File: src/sv/gco_pkg.sv
// Shared types, codes and constants for the grid cell odometer.
`timescale 1ns / 1ps
package gco_pkg;

    localparam int CFG_INDEX_W = 3;
    localparam int CFG_DATA_W  = 24;

    localparam logic [CFG_INDEX_W-1:0] REG_CELL_COUNTS   = 3'd0;
    localparam logic [CFG_INDEX_W-1:0] REG_SCAN_START    = 3'd1;
    localparam logic [CFG_INDEX_W-1:0] REG_SCAN_END      = 3'd2;
    localparam logic [CFG_INDEX_W-1:0] REG_BARRIER_FIX   = 3'd3;
    localparam logic [CFG_INDEX_W-1:0] REG_TICK_DIVIDE   = 3'd4;

    localparam logic [23:0] RST_CELL_COUNTS = 24'd46179;
    localparam logic [23:0] RST_SCAN_START  = 24'd23089;
    localparam logic [23:0] RST_SCAN_END    = 24'd34634;
    localparam logic [23:0] RST_BARRIER_FIX = 24'd36943;
    localparam logic [15:0] RST_TICK_DIVIDE = 16'd10;

    localparam logic [1:0] HEADING_EAST  = 2'd0;
    localparam logic [1:0] HEADING_NORTH = 2'd1;
    localparam logic [1:0] HEADING_WEST  = 2'd2;
    localparam logic [1:0] HEADING_SOUTH = 2'd3;

    localparam logic signed [31:0] ACC_MAX = 32'sh7FFF_FFFF;
    localparam logic signed [31:0] ACC_MIN = 32'sh8000_0000;

    typedef enum logic [2:0] {
        MODE_TICK    = 3'd0,
        MODE_TURN    = 3'd1,
        MODE_ADVANCE = 3'd2,
        MODE_SET_ACC = 3'd3,
        MODE_READ    = 3'd4
    } mode_t;

    typedef struct packed {
        logic [23:0] cell_counts;
        logic [23:0] scan_start_counts;
        logic [23:0] scan_end_counts;
        logic [23:0] barrier_fix_counts;
        logic [15:0] tick_divide;
    } cfg_t;

    typedef struct packed {
        logic [2:0]         mode;
        logic signed [15:0] left_count;
        logic signed [15:0] right_count;
        logic               straight;
        logic               barrier_seen;
        logic signed [2:0]  turn_quarters;
        logic [7:0]         cells;
        logic signed [31:0] acc_value;
    } item_t;

    typedef struct packed {
        logic [3:0]         cell_x;
        logic [3:0]         cell_y;
        logic [1:0]         dir_quadrant;
        logic signed [31:0] count_sum;
        logic               scan_done;
        logic               moved_flag;
        logic [15:0]        tick_count;
    } state_t;

    typedef struct packed {
        logic [3:0]         pos_x;
        logic [3:0]         pos_y;
        logic [1:0]         heading;
        logic signed [31:0] accumulator;
        logic               cell_step;
        logic               barrier_step;
        logic               scan_trigger;
        logic               update_flag;
        logic               fatal_reset;
    } result_t;

    localparam state_t STATE_RESET = '{
        cell_x:       4'd0,
        cell_y:       4'd0,
        dir_quadrant: HEADING_NORTH,
        count_sum:    32'sd0,
        scan_done:    1'b0,
        moved_flag:   1'b0,
        tick_count:   16'd0
    };

endpackage

File: src/sv/gco_cfg.sv
// Configuration register file of the grid cell odometer.
`timescale 1ns / 1ps
module gco_cfg
    import gco_pkg::*;
(
    input  logic                   clk,
    input  logic                   rst_n,
    input  logic                   cfg_write,
    input  logic [CFG_INDEX_W-1:0] cfg_index,
    input  logic [CFG_DATA_W-1:0]  cfg_data,
    output cfg_t                   cfg
);

    cfg_t cfg_reg;
    cfg_t cfg_next;

    always_comb
    begin
        cfg_next = cfg_reg;
        if (cfg_write)
        begin
            unique case (cfg_index)
                REG_CELL_COUNTS: cfg_next.cell_counts        = cfg_data;
                REG_SCAN_START:  cfg_next.scan_start_counts  = cfg_data;
                REG_SCAN_END:    cfg_next.scan_end_counts    = cfg_data;
                REG_BARRIER_FIX: cfg_next.barrier_fix_counts = cfg_data;
                REG_TICK_DIVIDE: cfg_next.tick_divide        = cfg_data[15:0];
                default:         cfg_next = cfg_reg;
            endcase
        end
    end

    always_ff @(posedge clk or negedge rst_n)
    begin
        if (!rst_n)
        begin
            cfg_reg.cell_counts        <= RST_CELL_COUNTS;
            cfg_reg.scan_start_counts  <= RST_SCAN_START;
            cfg_reg.scan_end_counts    <= RST_SCAN_END;
            cfg_reg.barrier_fix_counts <= RST_BARRIER_FIX;
            cfg_reg.tick_divide        <= RST_TICK_DIVIDE;
        end
        else
        begin
            cfg_reg <= cfg_next;
        end
    end

    assign cfg = cfg_reg;

endmodule

File: src/sv/gco_step.sv
// Single-pass update logic: next odometer state and result for one item.
`timescale 1ns / 1ps
module gco_step
    import gco_pkg::*;
(
    input  cfg_t    cfg,
    input  state_t  cur,
    input  item_t   item,
    output state_t  nxt,
    output result_t res
);

    logic [15:0]        tick_inc;
    logic               tick_fire;
    logic signed [33:0] sum_wide;
    logic signed [31:0] sum_sat;
    logic signed [32:0] sum_ext;
    logic               in_window;
    logic               reach_cell;
    logic               barrier_hit;
    logic               cstep;
    logic               bstep;
    logic               scan;
    logic               move_en;
    logic [7:0]         move_n;
    logic signed [9:0]  delta_x;
    logic signed [9:0]  delta_y;
    logic signed [9:0]  new_x;
    logic signed [9:0]  new_y;
    logic               left_maze;
    logic               fatal;
    logic               flag_out;
    state_t             work;

    assign tick_inc  = cur.tick_count + 16'd1;
    assign tick_fire = (tick_inc >= cfg.tick_divide);

    assign sum_wide = {{2{cur.count_sum[31]}}, cur.count_sum}
                    + {{18{item.left_count[15]}}, item.left_count}
                    + {{18{item.right_count[15]}}, item.right_count};

    always_comb
    begin
        if (sum_wide[33:31] == 3'b000 || sum_wide[33:31] == 3'b111)
            sum_sat = sum_wide[31:0];
        else if (sum_wide[33])
            sum_sat = ACC_MIN;
        else
            sum_sat = ACC_MAX;
    end

    assign sum_ext   = {sum_sat[31], sum_sat};
    assign in_window = (sum_ext >= $signed({9'd0, cfg.scan_start_counts}))
                    && (sum_ext <= $signed({9'd0, cfg.scan_end_counts}));
    assign reach_cell  = (sum_ext >= $signed({9'd0, cfg.cell_counts}));
    assign barrier_hit = (sum_ext > $signed({9'd0, cfg.barrier_fix_counts}));

    always_comb
    begin
        case (cur.dir_quadrant)
            HEADING_EAST:
            begin
                delta_x = $signed({2'b00, move_n});
                delta_y = 10'sd0;
            end
            HEADING_NORTH:
            begin
                delta_x = 10'sd0;
                delta_y = $signed({2'b00, move_n});
            end
            HEADING_WEST:
            begin
                delta_x = -$signed({2'b00, move_n});
                delta_y = 10'sd0;
            end
            default:
            begin
                delta_x = 10'sd0;
                delta_y = -$signed({2'b00, move_n});
            end
        endcase
    end

    assign new_x     = $signed({6'd0, cur.cell_x}) + delta_x;
    assign new_y     = $signed({6'd0, cur.cell_y}) + delta_y;
    assign left_maze = (new_x[9:4] != 6'd0) || (new_y[9:4] != 6'd0);

    always_comb
    begin
        work    = cur;
        cstep   = 1'b0;
        bstep   = 1'b0;
        scan    = 1'b0;
        move_en = 1'b0;
        move_n  = 8'd1;
        unique case (item.mode)
            MODE_TICK:
            begin
                work.tick_count = tick_fire ? 16'd0 : tick_inc;
                if (tick_fire)
                begin
                    if (item.straight)
                    begin
                        work.count_sum = sum_sat;
                        if (!cur.scan_done && in_window)
                        begin
                            scan           = 1'b1;
                            work.scan_done = 1'b1;
                        end
                        if (reach_cell)
                        begin
                            work.count_sum = sum_sat - $signed({8'd0, cfg.cell_counts});
                            cstep          = 1'b1;
                        end
                        else if (item.barrier_seen && barrier_hit)
                        begin
                            work.count_sum = 32'sd0;
                            bstep          = 1'b1;
                        end
                        if (cstep || bstep)
                        begin
                            work.moved_flag = 1'b1;
                            work.scan_done  = 1'b0;
                            move_en         = 1'b1;
                        end
                    end
                    else
                    begin
                        work.count_sum = 32'sd0;
                    end
                end
            end
            MODE_TURN:
                work.dir_quadrant = cur.dir_quadrant + item.turn_quarters[1:0];
            MODE_ADVANCE:
            begin
                move_n  = item.cells;
                move_en = 1'b1;
            end
            MODE_SET_ACC:
                work.count_sum = item.acc_value;
            default:
                work = cur;
        endcase
    end

    assign fatal = move_en && left_maze;

    always_comb
    begin
        nxt      = work;
        flag_out = work.moved_flag;
        if (move_en && !left_maze)
        begin
            nxt.cell_x = new_x[3:0];
            nxt.cell_y = new_y[3:0];
        end
        if (item.mode == MODE_READ)
            nxt.moved_flag = 1'b0;
        if (fatal)
        begin
            nxt      = STATE_RESET;
            flag_out = 1'b0;
        end
    end

    assign res.pos_x        = fatal ? STATE_RESET.cell_x : nxt.cell_x;
    assign res.pos_y        = fatal ? STATE_RESET.cell_y : nxt.cell_y;
    assign res.heading      = nxt.dir_quadrant;
    assign res.accumulator  = nxt.count_sum;
    assign res.cell_step    = cstep;
    assign res.barrier_step = bstep;
    assign res.scan_trigger = scan;
    assign res.update_flag  = flag_out;
    assign res.fatal_reset  = fatal;

endmodule

File: src/sv/grid_cell_odometer_top.sv
// Top level of the grid cell odometer: item register, update logic, result register.
`timescale 1ns / 1ps
// Cell odometer for a maze robot. Each item is taken into an input register,
// the cell position, heading and count accumulator are updated by
// combinational logic, and the result lands in an output register: one item
// per clock unless results stall. An item passes the input register, then
// the output register. The input register is freed whenever the result
// register is empty or being read; while a result waits, one more item can
// be taken and is held until the result is read. Configuration writes take
// effect on the next clock and are meant for idle periods.
module grid_cell_odometer_top
    import gco_pkg::*;
(
    input  logic                   clk,
    input  logic                   rst_n,
    input  logic                   item_valid,
    output logic                   item_ready,
    input  logic [2:0]             mode,
    input  logic signed [15:0]     left_count,
    input  logic signed [15:0]     right_count,
    input  logic                   straight,
    input  logic                   barrier_seen,
    input  logic signed [2:0]      turn_quarters,
    input  logic [7:0]             cells,
    input  logic signed [31:0]     acc_value,
    output logic                   result_valid,
    input  logic                   result_ready,
    output logic [3:0]             pos_x,
    output logic [3:0]             pos_y,
    output logic [1:0]             heading,
    output logic signed [31:0]     accumulator,
    output logic                   cell_step,
    output logic                   barrier_step,
    output logic                   scan_trigger,
    output logic                   update_flag,
    output logic                   fatal_reset,
    input  logic                   cfg_write,
    input  logic [CFG_INDEX_W-1:0] cfg_index,
    input  logic [CFG_DATA_W-1:0]  cfg_data
);

    cfg_t    cfg;
    item_t   item_reg;
    logic    item_full_reg;
    state_t  state_reg;
    state_t  state_next;
    result_t step_res;
    result_t result_reg;
    logic    result_valid_reg;
    logic    advance;
    logic    fire;
    logic    take;

    gco_cfg u_cfg (
        .clk       (clk),
        .rst_n     (rst_n),
        .cfg_write (cfg_write),
        .cfg_index (cfg_index),
        .cfg_data  (cfg_data),
        .cfg       (cfg)
    );

    gco_step u_step (
        .cfg  (cfg),
        .cur  (state_reg),
        .item (item_reg),
        .nxt  (state_next),
        .res  (step_res)
    );

    assign advance    = !result_valid_reg || result_ready;
    assign fire       = item_full_reg && advance;
    assign item_ready = !item_full_reg || advance;
    assign take       = item_valid && item_ready;

    always_ff @(posedge clk or negedge rst_n)
    begin
        if (!rst_n)
        begin
            item_full_reg    <= 1'b0;
            result_valid_reg <= 1'b0;
            state_reg        <= STATE_RESET;
        end
        else
        begin
            if (take)
                item_full_reg <= 1'b1;
            else if (fire)
                item_full_reg <= 1'b0;
            if (fire)
                result_valid_reg <= 1'b1;
            else if (result_ready)
                result_valid_reg <= 1'b0;
            if (fire)
                state_reg <= state_next;
        end
    end

    // hold payload until the next transfer
    always_ff @(posedge clk)
    begin
        if (take)
        begin
            item_reg.mode          <= mode;
            item_reg.left_count    <= left_count;
            item_reg.right_count   <= right_count;
            item_reg.straight      <= straight;
            item_reg.barrier_seen  <= barrier_seen;
            item_reg.turn_quarters <= turn_quarters;
            item_reg.cells         <= cells;
            item_reg.acc_value     <= acc_value;
        end
        if (fire)
            result_reg <= step_res;
    end

    assign result_valid = result_valid_reg;
    assign pos_x        = result_reg.pos_x;
    assign pos_y        = result_reg.pos_y;
    assign heading      = result_reg.heading;
    assign accumulator  = result_reg.accumulator;
    assign cell_step    = result_reg.cell_step;
    assign barrier_step = result_reg.barrier_step;
    assign scan_trigger = result_reg.scan_trigger;
    assign update_flag  = result_reg.update_flag;
    assign fatal_reset  = result_reg.fatal_reset;

endmodule

File: config.mk
export PLATFORM = sky130hd
export DESIGN_NAME = grid_cell_odometer_top
export DESIGN_NICKNAME = d
export VERILOG_FILES = /design/src/sv/gco_pkg.sv /design/src/sv/gco_cfg.sv /design/src/sv/gco_step.sv /design/src/sv/grid_cell_odometer_top.sv
export SDC_FILE = /design/constraint.sdc
export NUM_CORES = 1
export LEC_CHECK = 0
export BUFFER_PORTS_ARGS = -buffer_cell sky130_fd_sc_hd__buf_2
export CORE_MARGIN = 8
export CORE_UTILIZATION = 50
export DETAILED_ROUTE_END_ITERATION = 16
export GPL_ROUTABILITY_DRIVEN = 0
export PLACE_DENSITY = 0.68
export SETUP_SLACK_MARGIN = 0.3
export SYNTH_ARGS = -nofsm -noshare
export SYNTH_HDL_FRONTEND = slang
export SYNTH_SLANG_ARGS = --single-unit
File: constraint.sdc
create_clock -name clk -period 22.9 [get_ports clk]
set_input_delay 2.29 -clock clk [delete_from_list [all_inputs] [get_ports clk]]
set_output_delay 2.29 -clock clk [all_outputs]
set_load 0.02 [all_outputs]
# Word-level counts from Yosys, hierarchy flattened
# Cells that the tools add are included.
op_classes:
  n_lt_le_gt_ge: 5
  muxes: 37
  eq_ne: 11
  n_reduce_logical: 37
  addsub: 8
op_table:
  columns: ["operator", "count"]
  rows:
  - ["$mux W32", 5]
  - ["$ge A32 B25 Y1", 2]
  - ["$pmux W32 S2", 1]
  - ["$mux W60", 1]
  - ["$pmux W10 S2", 2]
  - ["$add A34 B34 Y34", 1]
  - ["$mux W34", 1]
  - ["$add A32 B16 Y33", 1]
  - ["$gt A32 B25 Y1", 1]
  - ["$le A32 B25 Y1", 1]
  - ["$sub A32 B25 Y32", 1]
  - ["$add A5 B10 Y10", 2]
  - ["$mux W1", 19]
  - ["$mux W18", 1]
  - ["$add A16 B1 Y16 const B", 1]
  - ["$ge A16 B16 Y1", 1]
  - ["$mux W16", 1]
  - ["$mux W8", 2]
  - ["$eq A3 B2 Y1 const B", 4]
  - ["$reduce_and A2 Y1", 6]
  - ["$reduce_bool A6 Y1", 2]
  - ["$neg A8 Y10", 1]
  - ["$reduce_bool A2 Y1", 5]
  - ["$eq A3 B3 Y1 const B", 3]
  - ["15 further kinds", 33]
totals:
  register_bits: 300
  word_cells: 129
  input_bits: 112
  output_inout_bits: 49

# Logic depth before layout (Yosys ltp)
depth:
  ltp_word: 20
  ltp_mapped: 44
  ltp_nobuf: 40

# Modules after synthesis
# A second synthesis with hierarchy kept.
hier_totals:
  cells_unflattened: 1837
  area_unflattened_um2: 20002.9
modules_own_cells:
  columns: ["mod", "instances", "seq_area_each_um2", "area_each_um2", "cells_per_inst"]
  rows:
  - ["gco_step", 1, 0.0, 9298.9, 1334]
  - ["grid_cell_odometer_top", 1, 5366.4, 6386.1, 262]
  - ["gco_cfg", 1, 2841.5, 4317.9, 241]

# Worst setup path before layout
# Ideal clock, no wire load.
synth_timing:
  path_kind: "reg-to-reg"
  startpoint: "register item_reg[76] (netlist name)"
  endpoint: "register result_reg (netlist bit accumulator[19]), data pin"
  setup_time_ns: 0.266
  arrival_time_ns: 8.540
  required_time_ns: 22.634
  path_slack_ns: 14.094
  path_buffers: 5
  period_less_slack_ns: 8.806
  stages_incl_launch_ff: 39
  cell_sequence: "edfxtp_1 -> ha_1 -> a21o_1 -> a21o_1 -> a21o_1 -> a221o_1 -> a21oi_1 -> nor3b_1 -> o21ai_0 -> o2111ai_1 -> a31oi_1 -> o21ai_0 -> nand2_1 -> xor2_1 -> ha_1 -> clkbuf_1 -> and3_1 -> and3_1 -> (+3 left out) -> a21oi_1 -> clkbuf_1 -> a21oi_1 -> ha_1 -> clkbuf_1 -> nand3_1 -> nor3_1 -> nor3b_1 -> o21ai_0 -> a21oi_1 -> a21oi_1 -> and3_1 -> buf_4 -> a21o_1 -> buf_2 -> a22o_1 -> a222oi_1 -> nor2_1"
synth_lines:
  columns: ["element", "line_no", "rtl"]
  rows:
  - ["from (decl)", "grid_cell_odometer_top.sv:43", "item_t item_reg;"]
  - ["to (signal assigned)", "grid_cell_odometer_top.sv:114", "result_reg <= step_res;"]
  - ["to (decl)", "grid_cell_odometer_top.sv:48", "result_t result_reg;"]

==> impl_metrics.json <==
{
  "grt_use_met2_pct": 38.8,
  "layout-area-overhead-vs-synth_pct": 12.7,
  "global_route.peak_usage_layer": "met2",
  "drt-total-wl_microns": 57200,
  "timing.setup.critical_path_class": "register to register",
  "cts.hold.buffers_added": 0,
  "detailed_place_hpwl_microns": 42700,
  "vias_per_cell": 6.00,
  "finalCriticalPeriod_ps": 11220,
  "coreArea_sq_mm": 0.0395,
  "numClockSinks": 300,
  "fraction_of_the_mapped_netlist_area_in_simple_logic_gates_pct": 14.1,
  "synth.mux.area_fraction_pct": 2.77,
  "ioPinCount": 161,
  "post-synth-top-area-fraction_pct": 19.1,
  "synthCells": 2127,
  "die-width_microns": 215,
  "yosysWarningCount": 0,
  "fin_util_pct": 56.7,
  "yosys.area.top_type": "sky130_fd_sc_hd__edfxtp_1",
  "ctsRootBufferMaster": "sky130_fd_sc_hd__clkbuf_16",
  "max_freq_ghz": 0.0891,
  "status": "finished clean",
  "crit_buf_inv": 4,
  "netlist_area_sq_mm": 0.0199,
  "grt-ovfl-total": 0,
  "slowest_delay_ps": 820,
  "path_common_cell": "sky130_fd_sc_hd__a21oi_1",
  "timing.final.hold_violations": 0,
  "layout_cell_share_with_drive_strength_beyond_1_pct": 15.2,
  "synth_top_family_by_area": "compound AO/OA/AOI/OAI gates",
  "setup_viol_count_final": 0,
  "cts_buf_count": 36,
  "met3_usage_pct": 3.72,
  "end_kind": "register",
  "final_min_period_over_clock_period_pct": 49.0,
  "post_synth_main_area_contributors": "sky130_fd_sc_hd__edfxtp_1 (19%), sky130_fd_sc_hd__dfrtp_1 (18%), sky130_fd_sc_hd__ha_1 (12%)",
  "wl_per_cell_microns": 20.2,
  "final_nets": 2578,
  "synth_adder_area_share_pct": 12.4,
  "grt_use_met1_pct": 31.3,
  "placementRows": 73,
  "clock_tree_from_tritoncts": "built",
  "vias": 16952,
  "residual_drc": 0,
  "initial_utilization_pct": 50.3,
  "path_delay_family": "compound AO/OA/AOI/OAI gates",
  "total_setup_buffers_inserted_after_cts": 0,
  "worstPathRequired_ps": 23210,
  "path_clk_slew_ps": 60,
  "yosysSeqAreaShare_pct": 41.2,
  "antenna_cell_count": 0,
  "post_route_antenna_net_violation_count": 0,
  "grt_start_max_net_pins": 67,
  "synth_top_flop_cell": "sky130_fd_sc_hd__dfrtp_1",
  "track_usage_pct": 23.9,
  "largest_register_ff_count": 112,
  "critical_path.slowest_cell": "sky130_fd_sc_hd__edfxtp_1",
  "synth-edff-count": 126,
  "first_global_vias": 16452,
  "fp.dieArea_sq_mm": 0.0464,
  "ctsHtreeMaxLevel": 2,
  "antenna_found_initial": 0,
  "worstHoldPathType": "register to register",
  "ys_ff_latch": 300,
  "final.setup_skew_ps": 21.0,
  "grt_pass1_wl_microns": 89400,
  "clock_insertion_delay_worst_skew_ps": 560,
  "cap_viol_max_count": 0,
  "synth_area_per_cell_sq_um": 9.34,
  "reg2reg_slack_ps": 11680,
  "clock_tree.buffer_depth": 3,
  "synth_compound_gate_area_share_pct": 21.0,
  "finalMaxSlewViolations": 0,
  "critical_path_arrival_ps": 11530,
  "cts_repair_resize_count": 0,
  "drt-pass1-iter-count": 7,
  "port_buffers": 159,
  "slew_headroom_pct": 25.1,
  "final.setup.tns_ps": 0,
  "worst-path-max-fanout": 54,
  "die_height_microns": 215,
  "postSynth.asyncResetShare_pct": 58.0,
  "synth_xor_xnor_area_share_pct": 4.10,
  "worst-slew-pin-transition_ps": 1110,
  "timing.critical_path.from_type": "register",
  "detailedRoute.firstIterationViolations": 1530,
  "netlist-cell-type-count": 77,
  "rsz0062_at_grt": "no",
  "synth.net_count": 2433
}
## layout make-up
class | count | area, sq um
inverters | 155 | 582
flip-flops and latches | 300 | 8180
multi-input cells | 1596 | 10800
clock buffers | 51 | 1010
repair buffers | 183 | 982
fillers | 3560 | 17100
clock inverters | 15 | 153
well taps | 525 | 657
## path summary, 6_finish.rpt
kind | startpoint | endpoint | depth (start not counted)
max in group asynchronous | rst_n | u_cfg.cfg[58]$_DFFE_PN0P_ | 2
min | item_full_reg$_DFFE_PN0P_ | result_valid$_DFFE_PN0P_ | 1
min in group asynchronous | rst_n | u_cfg.cfg[66]$_DFFE_PN0P_ | 1
max | item_reg[76]$_DFFE_PP_ | accumulator[31]$_DFFE_PP_ | 38
max reg2reg | item_reg[76]$_DFFE_PP_ | accumulator[31]$_DFFE_PP_ | 38
min reg2reg | item_full_reg$_DFFE_PN0P_ | result_valid$_DFFE_PN0P_ | 1
## cell usage after synthesis, drive strengths merged (11+ instances only)
cell type and count:
nand2 227, o21ai 214, ha 189, inv 155, a21oi 149, dfrtp 142, nor2 134, edfxtp 126
a21o 66, clkbuf 63, nand3 56, xnor2 53, mux2 47, xor2 40, nor3 34, dfstp 32
o211ai 31, o21a 26, nand4 23, and3 22, nor2b 22, nand2b 21, a31oi 19, a211oi 18
o21bai 16, a32oi 13, buf 13, and2 12, o311ai 12, a211o 11, or2 11
## through the flow
step | area (sq um) | setup WS, ps | cells | hold WS [ps]
6_report | 22400 | 11680 | 2825 | 501
5_1_grt | 22400 | 10730 | 2825 | 511
4_1_cts | 22400 | 11930 | 2825 | 502
3_5_place_dp | 21200 | 11960 | 2759 | 478
3_3_place_gp | 21200 | 12080 | 2759 | 462
2_1_floorplan | 19900 | 14090 | 2127 | 449
## worst reg2reg max path: cells and delay by family, from the launching register on
kind / cells / cell delay, ps
xor+xnor: 1 / 150
fa+ha+maj: 3 / 1250
flops: 1 / 820
simple gates: 5 / 1500
compound gates: 25 / 5890
buf+inv: 4 / 1370
## logic make-up (layout without fill, tap and decap cells)
kind of cell | after synthesis | in the layout
DFF | 300 | 300
AOI/OAI and AO/OA | 657 | 657
buffers and inverters | 231 | 404
xor gates and xnor gates | 93 | 93
muxes | 49 | 49
adders and majority gates | 194 | 194
and+or+nand+nor | 603 | 603
## metal layers
| metal | part of all wire (%) | up-vias |
|---|---|---|
| met2 | 47 | 661 |
| li1 | - | 8034 |
| met1 | 43 | 8127 |
| met3 | 6.9 | 130 |
| met4 | 3.8 | 0 |
| met5 | 0 | - |
## layout by cell type (no fill, tap or decap), types with 13 or more instances in the layout
master,n
sky130_fd_sc_hd__ha_1,189
sky130_fd_sc_hd__nand2_1,227
sky130_fd_sc_hd__a31oi_1,19
sky130_fd_sc_hd__a21o_1,66
sky130_fd_sc_hd__a32oi_1,13
sky130_fd_sc_hd__inv_1,152
sky130_fd_sc_hd__xnor2_1,53
sky130_fd_sc_hd__and3_1,22
sky130_fd_sc_hd__xor2_1,40
sky130_fd_sc_hd__a21oi_1,147
sky130_fd_sc_hd__dfstp_2,32
sky130_fd_sc_hd__dfrtp_1,142
sky130_fd_sc_hd__clkbuf_16,37
sky130_fd_sc_hd__nand2b_1,21
sky130_fd_sc_hd__edfxtp_1,126
sky130_fd_sc_hd__buf_2,158
sky130_fd_sc_hd__nand3_1,56
sky130_fd_sc_hd__nand4_1,23
sky130_fd_sc_hd__mux2_2,47
sky130_fd_sc_hd__o211ai_1,31
sky130_fd_sc_hd__nor2b_1,22
sky130_fd_sc_hd__o21bai_1,16
sky130_fd_sc_hd__nor3_1,33
sky130_fd_sc_hd__o21a_1,26
sky130_fd_sc_hd__a211oi_1,17
sky130_fd_sc_hd__o21ai_0,210
sky130_fd_sc_hd__buf_4,24
sky130_fd_sc_hd__nor2_1,131
Power is not shown: default switching activity piles up to over one toggle a cycle in this logic, so the estimate is an artifact.
